File: config.mk
export PLATFORM = sky130hd
export DESIGN_NAME = timer_slot_bank_unit
export DESIGN_NICKNAME = d
export VERILOG_FILES = /design/src/hw/rtl/tsb_pkg.sv /design/src/hw/rtl/tsb_front.sv /design/src/hw/rtl/tsb_back.sv /design/src/hw/rtl/timer_slot_bank_unit.sv
export SDC_FILE = /design/constraint.sdc
export NUM_CORES = 2
export LEC_CHECK = 0
export BUFFER_PORTS_ARGS = -buffer_cell sky130_fd_sc_hd__buf_4
export CAP_MARGIN = 25
export CORE_MARGIN = 2
export CORE_UTILIZATION = 30
export DETAILED_ROUTE_END_ITERATION = 12
export SKIP_LAST_GASP = 1
export SYNTH_ARGS = -nofsm -noshare
export SYNTH_HDL_FRONTEND = slang
export SYNTH_SLANG_ARGS = --single-unit
File: constraint.sdc
create_clock -name i_clk -period 15.2 [get_ports i_clk]
set_clock_uncertainty 0.1 [all_clocks]
set_input_delay 2.28 -clock i_clk [delete_from_list [all_inputs] [get_ports i_clk]]
set_output_delay 2.28 -clock i_clk [all_outputs]
set_load 0.05 [all_outputs]
File: src/hw/rtl/tsb_pkg.sv
// Shared types and constants for the timer slot bank.
// Holds the channel payload structs, command and result codes, and the queued job format.
// No dependencies.
package tsb_pkg;

    localparam int DEF_NUM_SLOTS = 16;
    localparam int SLOT_OUT_W    = 4;
    localparam int QUEUE_DEPTH   = 2;

    localparam logic [1:0] CMD_TICK = 2'd0;
    localparam logic [1:0] CMD_ADD  = 2'd1;
    localparam logic [1:0] CMD_STOP = 2'd2;

    localparam logic [2:0] KIND_FIRED     = 3'd0;
    localparam logic [2:0] KIND_ADDED     = 3'd1;
    localparam logic [2:0] KIND_FULL      = 3'd2;
    localparam logic [2:0] KIND_STOP_ACK  = 3'd3;
    localparam logic [2:0] KIND_TICK_DONE = 3'd4;

    typedef struct packed {
        logic [1:0]  command;
        logic [31:0] elapsed_us;
        logic [31:0] lifespan_us;
        logic [31:0] owner_id;
        logic        owner_valid;
        logic        repeat_req;
    } t_in;

    typedef struct packed {
        logic [2:0]            kind;
        logic [SLOT_OUT_W-1:0] slot;
        logic [31:0]           fired_owner;
        logic                  fired_owner_valid;
        logic                  last;
    } t_out;

    typedef enum logic [1:0] {
        OP_TICK = 2'd0,
        OP_ADD  = 2'd1,
        OP_STOP = 2'd2
    } t_op;

    typedef struct packed {
        t_op         op;
        logic [31:0] elapsed_us;
        logic [31:0] lifespan_us;
        logic [31:0] owner;
        logic        owner_valid;
        logic        repeat_mode;
    } t_job;

    typedef struct packed {
        logic        repeat_mode;
        logic [31:0] count;
        logic [31:0] target;
        logic [31:0] owner;
        logic        owner_valid;
    } t_entry;

endpackage

File: src/hw/rtl/tsb_front.sv
// Front end of the timer slot bank: accepts commands, classifies them into jobs and queues them.
// Depends on tsb_pkg.
module tsb_front (
    input  logic          i_clk,
    input  logic          i_rst_n,
    input  logic          i_valid,
    output logic          o_ready,
    input  tsb_pkg::t_in  i_data,
    output logic          o_job_valid,
    input  logic          i_job_ready,
    output tsb_pkg::t_job o_job
);
    import tsb_pkg::*;

    localparam int QPTR_W = (QUEUE_DEPTH > 1) ? $clog2(QUEUE_DEPTH) : 1;
    localparam int QCNT_W = $clog2(QUEUE_DEPTH + 1);

    t_job              r_q [QUEUE_DEPTH];
    logic [QPTR_W-1:0] r_wr_ptr, n_wr_ptr;
    logic [QPTR_W-1:0] r_rd_ptr, n_rd_ptr;
    logic [QCNT_W-1:0] r_count, n_count;

    logic accept;
    logic push;
    logic pop;
    t_job job;

    // Unused command codes are accepted and dropped here.
    always_comb begin
        job             = '0;
        push            = 1'b0;
        job.elapsed_us  = i_data.elapsed_us;
        job.lifespan_us = i_data.lifespan_us;
        job.owner_valid = i_data.owner_valid;
        job.repeat_mode = i_data.repeat_req;
        unique case (i_data.command)
            CMD_TICK: begin
                job.op = OP_TICK;
                push   = accept;
            end
            CMD_ADD: begin
                job.op    = OP_ADD;
                job.owner = i_data.owner_valid ? i_data.owner_id : 32'd0;
                push      = accept;
            end
            CMD_STOP: begin
                job.op    = OP_STOP;
                job.owner = i_data.owner_id;
                push      = accept;
            end
            default: begin
                job.op = OP_TICK;
                push   = 1'b0;
            end
        endcase
    end

    assign o_ready     = (r_count != QCNT_W'(QUEUE_DEPTH));
    assign accept      = i_valid && o_ready;
    assign o_job_valid = (r_count != '0);
    assign pop         = o_job_valid && i_job_ready;
    assign o_job       = r_q[r_rd_ptr];

    always_comb begin
        n_wr_ptr = r_wr_ptr;
        n_rd_ptr = r_rd_ptr;
        n_count  = r_count;
        if (push) begin
            n_wr_ptr = (r_wr_ptr == QPTR_W'(QUEUE_DEPTH - 1)) ? '0 : r_wr_ptr + QPTR_W'(1);
        end
        if (pop) begin
            n_rd_ptr = (r_rd_ptr == QPTR_W'(QUEUE_DEPTH - 1)) ? '0 : r_rd_ptr + QPTR_W'(1);
        end
        if (push && !pop) begin
            n_count = r_count + QCNT_W'(1);
        end else if (pop && !push) begin
            n_count = r_count - QCNT_W'(1);
        end
    end

    always_ff @(posedge i_clk) begin
        if (!i_rst_n) begin
            r_wr_ptr <= '0;
            r_rd_ptr <= '0;
            r_count  <= '0;
        end else begin
            r_wr_ptr <= n_wr_ptr;
            r_rd_ptr <= n_rd_ptr;
            r_count  <= n_count;
        end
    end

    always_ff @(posedge i_clk) begin
        if (push) begin
            r_q[r_wr_ptr] <= job;
        end
    end

endmodule

File: src/hw/rtl/tsb_back.sv
// Back end of the timer slot bank: sweeps the slot memory one slot per cycle for each job,
// holding while a result waits; drives the registered result channel. Depends on tsb_pkg.
module tsb_back #(
    parameter int NUM_SLOTS = tsb_pkg::DEF_NUM_SLOTS
) (
    input  logic          i_clk,
    input  logic          i_rst_n,
    input  logic          i_job_valid,
    output logic          o_job_ready,
    input  tsb_pkg::t_job i_job,
    output logic          o_valid,
    input  logic          i_ready,
    output tsb_pkg::t_out o_data
);
    import tsb_pkg::*;

    localparam int SLOT_W = (NUM_SLOTS > 1) ? $clog2(NUM_SLOTS) : 1;

    typedef enum logic [2:0] {
        S_IDLE   = 3'b001,
        S_SWEEP  = 3'b010,
        S_FINISH = 3'b100
    } t_state;

    t_state                r_state, n_state;
    logic [SLOT_W-1:0]     r_idx, n_idx;
    logic [NUM_SLOTS-1:0]  r_active, n_active;
    t_job                  r_job, n_job;
    t_entry                r_mem [NUM_SLOTS];
    t_entry                r_rd;
    t_out                  r_out;
    logic                  r_out_valid;

    logic                  rd_en;
    logic [SLOT_W-1:0]     rd_addr;
    logic                  wr_en;
    t_entry                wr_data;
    logic                  emit;
    t_out                  emit_data;
    logic                  can_emit;
    logic                  advance;
    logic                  cur_active;
    logic [32:0]           sum;
    logic [31:0]           sat;
    logic                  fire;
    logic [SLOT_W+SLOT_OUT_W-1:0] idx_wide;

    assign can_emit   = !r_out_valid || i_ready;
    assign cur_active = r_active[r_idx];
    assign sum        = {1'b0, r_rd.count} + {1'b0, r_job.elapsed_us};
    assign sat        = sum[32] ? 32'hFFFF_FFFF : sum[31:0];
    assign fire       = (sat >= r_rd.target);
    assign idx_wide   = (SLOT_W + SLOT_OUT_W)'(r_idx);
    assign o_valid    = r_out_valid;
    assign o_data     = r_out;

    always_comb begin
        n_state     = r_state;
        n_idx       = r_idx;
        n_active    = r_active;
        n_job       = r_job;
        rd_en       = 1'b0;
        rd_addr     = r_idx + SLOT_W'(1);
        wr_en       = 1'b0;
        wr_data     = r_rd;
        emit        = 1'b0;
        emit_data   = '0;
        o_job_ready = 1'b0;
        advance     = 1'b0;
        unique case (r_state)
            S_IDLE: begin
                if (i_job_valid) begin
                    o_job_ready = 1'b1;
                    n_job       = i_job;
                    n_idx       = '0;
                    rd_en       = 1'b1;
                    rd_addr     = '0;
                    n_state     = S_SWEEP;
                end
            end
            S_SWEEP: begin
                unique case (r_job.op)
                    OP_TICK: begin
                        if (!cur_active) begin
                            advance = 1'b1;
                        end else if (!fire) begin
                            wr_en         = 1'b1;
                            wr_data.count = sat;
                            advance       = 1'b1;
                        end else if (can_emit) begin
                            wr_en         = 1'b1;
                            wr_data.count = r_rd.repeat_mode ? 32'd0 : sat;
                            if (!r_rd.repeat_mode) begin
                                n_active[r_idx] = 1'b0;
                            end
                            emit                        = 1'b1;
                            emit_data.kind              = KIND_FIRED;
                            emit_data.slot              = idx_wide[SLOT_OUT_W-1:0];
                            emit_data.fired_owner       = r_rd.owner;
                            emit_data.fired_owner_valid = r_rd.owner_valid;
                            advance                     = 1'b1;
                        end
                    end
                    OP_STOP: begin
                        if (cur_active && r_rd.owner_valid && (r_rd.owner == r_job.owner)) begin
                            n_active[r_idx] = 1'b0;
                        end
                        advance = 1'b1;
                    end
                    OP_ADD: begin
                        if (cur_active) begin
                            advance = 1'b1;
                        end else if (can_emit) begin
                            wr_en               = 1'b1;
                            wr_data.repeat_mode = r_job.repeat_mode;
                            wr_data.count       = 32'd0;
                            wr_data.target      = r_job.lifespan_us;
                            wr_data.owner       = r_job.owner;
                            wr_data.owner_valid = r_job.owner_valid;
                            n_active[r_idx]     = 1'b1;
                            emit                = 1'b1;
                            emit_data.kind      = KIND_ADDED;
                            emit_data.slot      = idx_wide[SLOT_OUT_W-1:0];
                            emit_data.last      = 1'b1;
                            n_state             = S_IDLE;
                        end
                    end
                    default: begin
                        advance = 1'b1;
                    end
                endcase
                if (advance) begin
                    if (r_idx == SLOT_W'(NUM_SLOTS - 1)) begin
                        n_state = S_FINISH;
                    end else begin
                        n_idx = r_idx + SLOT_W'(1);
                        rd_en = 1'b1;
                    end
                end
            end
            S_FINISH: begin
                if (can_emit) begin
                    emit           = 1'b1;
                    emit_data.last = 1'b1;
                    unique case (r_job.op)
                        OP_ADD:  emit_data.kind = KIND_FULL;
                        OP_STOP: emit_data.kind = KIND_STOP_ACK;
                        default: emit_data.kind = KIND_TICK_DONE;
                    endcase
                    n_state = S_IDLE;
                end
            end
            default: begin
                n_state = S_IDLE;
            end
        endcase
    end

    always_ff @(posedge i_clk) begin
        if (!i_rst_n) begin
            r_state     <= S_IDLE;
            r_idx       <= '0;
            r_active    <= '0;
            r_out_valid <= 1'b0;
        end else begin
            r_state  <= n_state;
            r_idx    <= n_idx;
            r_active <= n_active;
            if (emit) begin
                r_out_valid <= 1'b1;
            end else if (i_ready) begin
                r_out_valid <= 1'b0;
            end
        end
    end

    always_ff @(posedge i_clk) begin
        r_job <= n_job;
        if (emit) begin
            r_out <= emit_data;
        end
    end

    always_ff @(posedge i_clk) begin
        if (wr_en) begin
            r_mem[r_idx] <= wr_data;
        end
        if (rd_en) begin
            r_rd <= r_mem[rd_addr];
        end
    end

endmodule

File: src/hw/rtl/timer_slot_bank_unit.sv
// Usage of the timer slot bank.
// The input channel (i_valid, o_ready, i_data) takes tick, add and stop commands. The
// output channel (o_valid, i_ready, o_data) returns results; the last one of a command
// has last set. An unused command code is taken and produces no result.
// A front end queues up to two commands while the back end works, so input is taken
// while a finished result still waits at the output register.
// The back end sweeps the slot memory one slot per cycle through a single read port,
// unless a result is held up. A tick or stop sweeps every slot; an add stops at the
// first free slot, or sweeps every slot when the bank is full.
// When the receiver stalls, the back end holds its place in the sweep until the
// result register is free, then continues with nothing lost.
// Reset clears all active flags, the queue and the output; slot contents are only used
// after an add has written them. Top level of the design; depends on tsb_pkg, tsb_front
// and tsb_back.
module timer_slot_bank_unit #(
    parameter int NUM_SLOTS = tsb_pkg::DEF_NUM_SLOTS
) (
    input  logic         i_clk,
    input  logic         i_rst_n,
    input  logic         i_valid,
    output logic         o_ready,
    input  tsb_pkg::t_in i_data,
    output logic         o_valid,
    input  logic         i_ready,
    output tsb_pkg::t_out o_data
);
    import tsb_pkg::*;

    logic job_valid;
    logic job_ready;
    t_job job;

    tsb_front u_front (
        .i_clk       (i_clk),
        .i_rst_n     (i_rst_n),
        .i_valid     (i_valid),
        .o_ready     (o_ready),
        .i_data      (i_data),
        .o_job_valid (job_valid),
        .i_job_ready (job_ready),
        .o_job       (job)
    );

    tsb_back #(
        .NUM_SLOTS (NUM_SLOTS)
    ) u_back (
        .i_clk       (i_clk),
        .i_rst_n     (i_rst_n),
        .i_job_valid (job_valid),
        .o_job_ready (job_ready),
        .i_job       (job),
        .o_valid     (o_valid),
        .i_ready     (i_ready),
        .o_data      (o_data)
    );

endmodule

=== After elaboration in Yosys (flattened, before gate mapping) ===
Memories as Yosys holds them, arrays and structs flattened. A register that Yosys moved wholly into a read port is not among the register bits.
Cells that the tools add are included.

* Add/subtract/negate cells: 6
* Muxes and demuxes: 80
* Equal/unequal tests: 20
* Reductions and logical operators: 23
* $lt $le $gt $ge: 3
* Bitwise gates (word level): 3

{| class="wikitable"
|+ Operator list
! cell !! count
|-
| 98-bit two-way mux || 3
|-
| 32-bit two-way mux || 6
|-
| 32-bit case mux with 2 select lines || 2
|-
| 16-bit two-way mux || 7
|-
| 40-bit two-way mux || 2
|-
| 65-bit two-way mux || 1
|-
| 16-bit case mux with 3 select lines || 1
|-
| 37-bit two-way mux || 1
|-
| 32-bit by 32-bit adder with 33-bit output || 1
|-
| 32-bit == test || 1
|-
| 32-bit greater-or-equal comparator || 1
|-
| 1-bit two-way mux || 27
|-
| 3-bit two-way mux || 7
|-
| 4-bit two-way mux || 5
|-
| 16-bit bitwise AND || 1
|-
| 16-bit NOT || 1
|-
| 16-bit bitwise OR || 1
|-
| 7-bit case mux with 2 select lines || 1
|-
| 2-bit by 1-bit != test with 1-bit output, second input constant || 6
|-
| 1-bit case mux with 2 select lines || 6
|-
| 3-bit case mux with 2 select lines || 2
|-
| 5-bit two-way mux || 2
|-
| 2-bit != test, second input constant || 5
|-
| 3-bit case mux with 3 select lines || 1
|-
| 28 further kinds || 44
|}

* Register bits: 69
* RAM bits: 1768
* Input port bits: 104
* Memories: 2
* Output and inout port bits: 43

{| class="wikitable"
|+ Memories
! memory !! depth !! width !! rd ports !! clocked after memory_dff !! wr ports !! RTL line !! text
|-
| u_back.r_mem || 16 || 98 || 1 || 1 || 1 || tsb_back.sv:29 || <nowiki>t_entry r_mem [NUM_SLOTS];</nowiki>
|-
| u_front.r_q || 2 || 100 || 1 || 1 || 1 || tsb_front.sv:18 || <nowiki>t_job r_q [QUEUE_DEPTH];</nowiki>
|}

=== Logic depth before layout (Yosys ltp) ===
* Word-level depth: 11
* Mapped depth: 21
* Gate-level depth less buffers: 18

=== Modules after synthesis ===
From an unflattened synthesis, not the netlist that was laid out.

* Cell total of the unflattened synthesis: 4716
* Area total of the unflattened synthesis: 82271.4 sq um

{| class="wikitable"
|+ By module, submodules not included
! module !! times used !! cells each !! sequential area each (sq um) !! area each (sq um)
|-
| tsb_back || 1 || 4336 || 54742.5 || 74541.5
|-
| tsb_front || 1 || 380 || 6105.9 || 7729.9
|}

=== Worst setup path before layout ===
Ideal clock, no wire load.

* Path type: reg-to-reg
* Start: reg u_back.r_rd[65] (netlist name)
* End: mem u_back.r_mem[0][0] (netlist bit) (enable)
* Period minus slack after synthesis: 12168 ps
* Path slack: 3032 ps
* Arrival: 11394 ps
* Stages on the path, launching flop included: 21
* Buffers on the path: 2
* Setup time: 674 ps
* Cell sequence: edfxtp_1 > ha_1 > fa_1 > a211oi_1 > o211ai_1 > and3b_1 > or3_1 > a211o_1 > a31oi_1 > buf_4 > buf_6 > nand2_2 > ha_1 > a211oi_1 > o21ai_0 > a211o_1 > a41oi_1 > o21ai_1 > a21boi_0 > o21ai_0 > nor3_1

* Cells in the longest elaborated chain, start to end: 9

{| class="wikitable"
|+ Ends and longest elaborated chain
! item !! RTL line !! text
|-
| 32-bit by 32-bit adder with 33-bit output || tsb_back.sv:50 || <nowiki>assign sum = {1'b0, r_rd.count} + {1'b0, r_job.elapsed_us};</nowiki>
|-
| 32-bit two-way mux || tsb_back.sv:51 || <nowiki>assign sat = sum[32] ? 32'hFFFF_FFFF : sum[31:0];</nowiki>
|-
| 32-bit greater-or-equal comparator || tsb_back.sv:52 || <nowiki>assign fire = (sat >= r_rd.target);</nowiki>
|-
| 1-bit two-way mux || tsb_back.sv:86 || <nowiki>end else if (!fire) begin</nowiki>
|-
| 1-bit two-way mux || tsb_back.sv:84 || <nowiki>if (!cur_active) begin</nowiki>
|-
| 1-bit case mux with 2 select lines || tsb_back.sv:82 || <nowiki>unique case (r_job.op)</nowiki>
|-
| 1-bit two-way mux || tsb_back.sv:70 || <nowiki>unique case (r_state)</nowiki>
|-
| 1-bit two-way mux || tsb_back.sv:185 || <nowiki>if (wr_en) begin</nowiki>
|-
| 1-bit two-way mux (implied by the code) || tsb_back.sv:186 || <nowiki>r_mem[r_idx] <= wr_data;</nowiki>
|-
| end, declared || tsb_back.sv:29 ||
|}

Every way passes these cells.

=== Worst setup path after layout ===
* Start: reg u_back.r_rd[65] (netlist name)
* End: mem u_back.r_mem[4][75] (netlist bit) (enable)

* Cells in the longest elaborated chain, start to end: 9

{| class="wikitable"
|+ Ends and longest elaborated chain
! item !! RTL line
|-
| 32-bit by 32-bit adder with 33-bit output || tsb_back.sv:50
|-
| 32-bit two-way mux || tsb_back.sv:51
|-
| 32-bit greater-or-equal comparator || tsb_back.sv:52
|-
| 1-bit two-way mux || tsb_back.sv:86
|-
| 1-bit two-way mux || tsb_back.sv:84
|-
| 1-bit case mux with 2 select lines || tsb_back.sv:82
|-
| 1-bit two-way mux || tsb_back.sv:70
|-
| 1-bit two-way mux || tsb_back.sv:185
|-
| 1-bit two-way mux (implied by the code) || tsb_back.sv:186
|}

Every way passes these cells.

==> flow_metrics.py <==
metrics = {
    "drt": {
        "wl_per_cell_um": 23.4,
        "drc": 0,
        "vias": 48300,
        "drt_iter0_markers": 4740,
        "drt-pass1-iter-count": 6,
        "ant_nets": 0,
        "routed_wl_um": 220000,
        "routed_via_density": 5.15,
    },
    "sta": {
        "min_period_over_period": 0.609,
        "slew_viol_final": 0,
        "fmax_ghz": 0.108,
        "grt_setup_unrepaired": "no",
        "hold_viol_final": 0,
        "setup_tns_ns": 0,
        "relSlewSlack": 0.147,
        "fin_crit_ns": 9.26,
        "setup_viol": 0,
        "worst_slew_pin_slew_ns": 1.28,
    },
    "yosys": {
        "synth-simple-area-share": 0.0853,
        "synth.cell_area_um2": 83100,
        "syn-num-nets": 5634,
        "syn_avg_cell_area_um2": 15.2,
        "yosys_most_used_dff": "edfxtp_1",
        "synth_xor_area_frac": 0.00601,
        "synth_top_family_by_area": "compound AO/OA/AOI/OAI gates",
        "synth_warnings": 0,
        "ys_ff_latch": 2035,
        "synth-compound-area-share": 0.0938,
        "synth_adder_area_share": 0.0120,
        "synth_enable_flop_cells": 2007,
        "async_flop_share": 0,
        "syn_inst": 5451,
        "ys_seq_area_frac": 0.732,
        "synthMuxAreaShare": 0.0493,
        "yosysUniqueCellTypes": 75,
    },
    "die": {
        "initial_core_util": 0.301,
        "io_pins": 147,
        "die_width_um": 530,
        "die_h_um": 530,
        "row_count": 193,
        "dieArea_um2": 281000,
        "coreArea_um2": 276000,
    },
    "layout": {
        "final_cell_mix": "2007 x edfxtp_1, 492 x nand2_1, 455 x o21ai_0",
        "multiInputGateArea_um2": 20700,
        "final_common_cell": "edfxtp_1",
        "fin_util": 0.343,
        "nets": 5703,
        "seq_area_um2": 60800,
        "nFillCells": 26100,
        "area_delta_synth_final_pct": 14.0,
        "post_route_cells_drive_above_1_share": 0.148,
    },
    "clocking": {
        "cts.path.max_buffers": 4,
        "path_clk_slew_ns": 0.06,
        "numCtsBuffers": 199,
        "cts_setup_buffers": 0,
        "cts_resized": 0,
        "cts.sinks": 2035,
        "hold_buffers": 0,
        "htree_levels": 4,
        "insertion_delay_ns": 0.88,
        "root_buffer": "clkbuf_16",
        "cts_tree": "built",
    },
    "pwr": {
        "pwr_density_cell_nw_per_um2": 186,
        "vdd_ir_drop_max_mv": 0.154,
        "total_power_mw": 17.6,
        "leakagePower_nw": 30.7,
    },
    "placement": {
        "dp_hpwl_um": 123000,
        "place_congestion": 0.880,
        "port_buffers": 146,
    },
    "global_route": {
        "grt_util_all_layers": 0.152,
        "gr-total-overflow": 0,
        "grt_pass1_wl_um": 321000,
        "grt_max_degree": 226,
        "antenna_found_initial": 18,
        "grt_pass1_vias": 47100,
    },
    "critical_path": {
        "critPathArrivalTime_ns": 9.64,
        "end_kind": "register",
        "cpPeakStageDelay_ns": 0.90,
        "critPathRequiredTime_ns": 15.58,
        "crit_chain": "ha_1 -> fa_1 -> a211oi_1 -> o211ai_1 -> and3b_1 -> or3_1 -> a211o_1 -> a31oi_4 -> buf_4 -> o21ai_0 -> ha_1 -> a21oi_1 -> o21ai_0 -> a221o_1 -> a211oi_1 -> o21ai_1 -> buf_4 -> a21boi_0 -> o21ai_0 -> buf_2 -> nor2_4 -> buf_4 -> buf_4",
        "cpLargestDelayFamily": "compound AO/OA/AOI/OAI gates",
        "path_max_fanout": 51,
        "path_buf_inv": 5,
        "worstSetupStartpointType": "register",
        "critPathSlowestCell": "buf_4",
        "rrSetupSlack_ns": 5.94,
        "critPathKind": "register to register",
        "crit_top_cell": "buf_4",
    },
    "run_status": {
        "status": "complete, no violations",
    },
    "flow_run": {
        "cap_viol_max_count": 0,
    },
    "hold_path": {
        "min_path_type": "register to register",
    },
}
[synth_stat cells, types with 14 or more instances]
| cell type | number | area (µm²) |
|---|---|---|
| edfxtp_1 | 2007 | 60300 |
| nand2_1 | 495 | 1860 |
| o21ai_0 | 456 | 2280 |
| or3_1 | 396 | 2480 |
| clkbuf_1 | 346 | 1300 |
| o211ai_1 | 209 | 1570 |
| a211oi_1 | 207 | 1550 |
| and3_1 | 205 | 1280 |
| a31oi_1 | 200 | 1250 |
| mux2_2 | 108 | 1220 |
| mux4_2 | 103 | 2320 |
| ha_1 | 78 | 976 |
| and2_1 | 75 | 469 |
| a21oi_1 | 61 | 305 |
| nor2_1 | 48 | 180 |
| buf_2 | 46 | 230 |
| inv_1 | 46 | 173 |
| xor2_1 | 37 | 324 |
| a22o_1 | 31 | 272 |
| nand3_1 | 30 | 150 |
| dfxtp_1 | 28 | 561 |
| mux2_4 | 28 | 420 |
| xnor2_1 | 20 | 175 |
| a21o_1 | 18 | 135 |
| nand2b_1 | 17 | 106 |
| nor3_1 | 15 | 75.1 |
| mux2i_1 | 14 | 140 |
[registers in the layout, summed over array words and instances, names as in the netlist, named ones only]
| name | count |
|---|---|
| u_back.o_data | 41 |
| u_back.o_valid | 1 |
| u_back.r_idx | 4 |
| u_back.r_job | 100 |
| u_back.r_mem | 1568 |
| u_back.r_rd | 98 |
| u_back.r_state | 3 |
| u_front.r_count | 2 |
| u_front.r_q | 200 |
| u_front.r_rd_ptr | 1 |
| u_front.r_wr_ptr | 1 |
[layer usage]
layer	part of all wire	routed length, µm	vias to the layer above	track usage
li1	-	-	21500	-
met3	0.063	13900	338	0.0215
met2	0.50	109000	1665	0.258
met4	0.025	5530	8	0.0415
met5	0.00019	41	-	0
met1	0.41	91000	24700	0.201
[final timing paths]
kind                                                       to                      start  cells past startpoint
worst min register to register                       register                   register                      2
worst min-delay path                                 register                   register                      2
worst max register to register  u_back.r_mem[4][75]$_DFFE_PP_  u_back.r_rd[65]$_DFFE_PP_                     23
worst max-delay path            u_back.r_mem[4][75]$_DFFE_PP_  u_back.r_rd[65]$_DFFE_PP_                     23
[through the flow]
step	setup WS [ns]	instance area [µm²]	std cells	hold WS (ns)
after global placement	6.00	88400	9010	0.344
after CTS	5.82	94700	9372	0.362
after detailed placement	5.91	88500	9017	0.354
final	5.94	94800	9380	0.359
after floorplan	3.03	83100	5451	0.332
after global routing	5.57	94800	9380	0.382
[layout make-up]
type / count / share of cell area
Antenna cell: 1 / 0.0000264
Inverter: 47 / 0.00207
Tap cell: 3705 / 0.0489
Timing Repair Buffer: 270 / 0.0236
Sequential cell: 2035 / 0.642
Clock inverter: 115 / 0.0105
Multi-Input combinational cell: 2967 / 0.218
Clock buffer: 240 / 0.0544
[kinds of logic after synthesis]
kind of cell               count (synthesis)
muxes                                    253
adders and majority gates                 79
AOI/OAI and AO/OA                       1232
and+or+nand+nor                         1346
xor gates and xnor gates                  57
DFF                                     2035
buffers and inverters                    449
[tightest hold or removal path, delay by kind of cell, from the launching register on]
kind	cells	cell delay (ns)
flip-flops	1	0.31
AND/OR/NAND/NOR	1	0.05
multiplexers	1	0.05
[report_power, final]
part	switching, mW	leakage (nW)	internal [mW]
Clock	2.09	3.00	2.67
Combinational	3.52	9.32	1.73
Sequential	0.247	18.4	7.36
Total	5.86	30.7	11.8
Note: power is estimated with default switching activity, not from simulation.
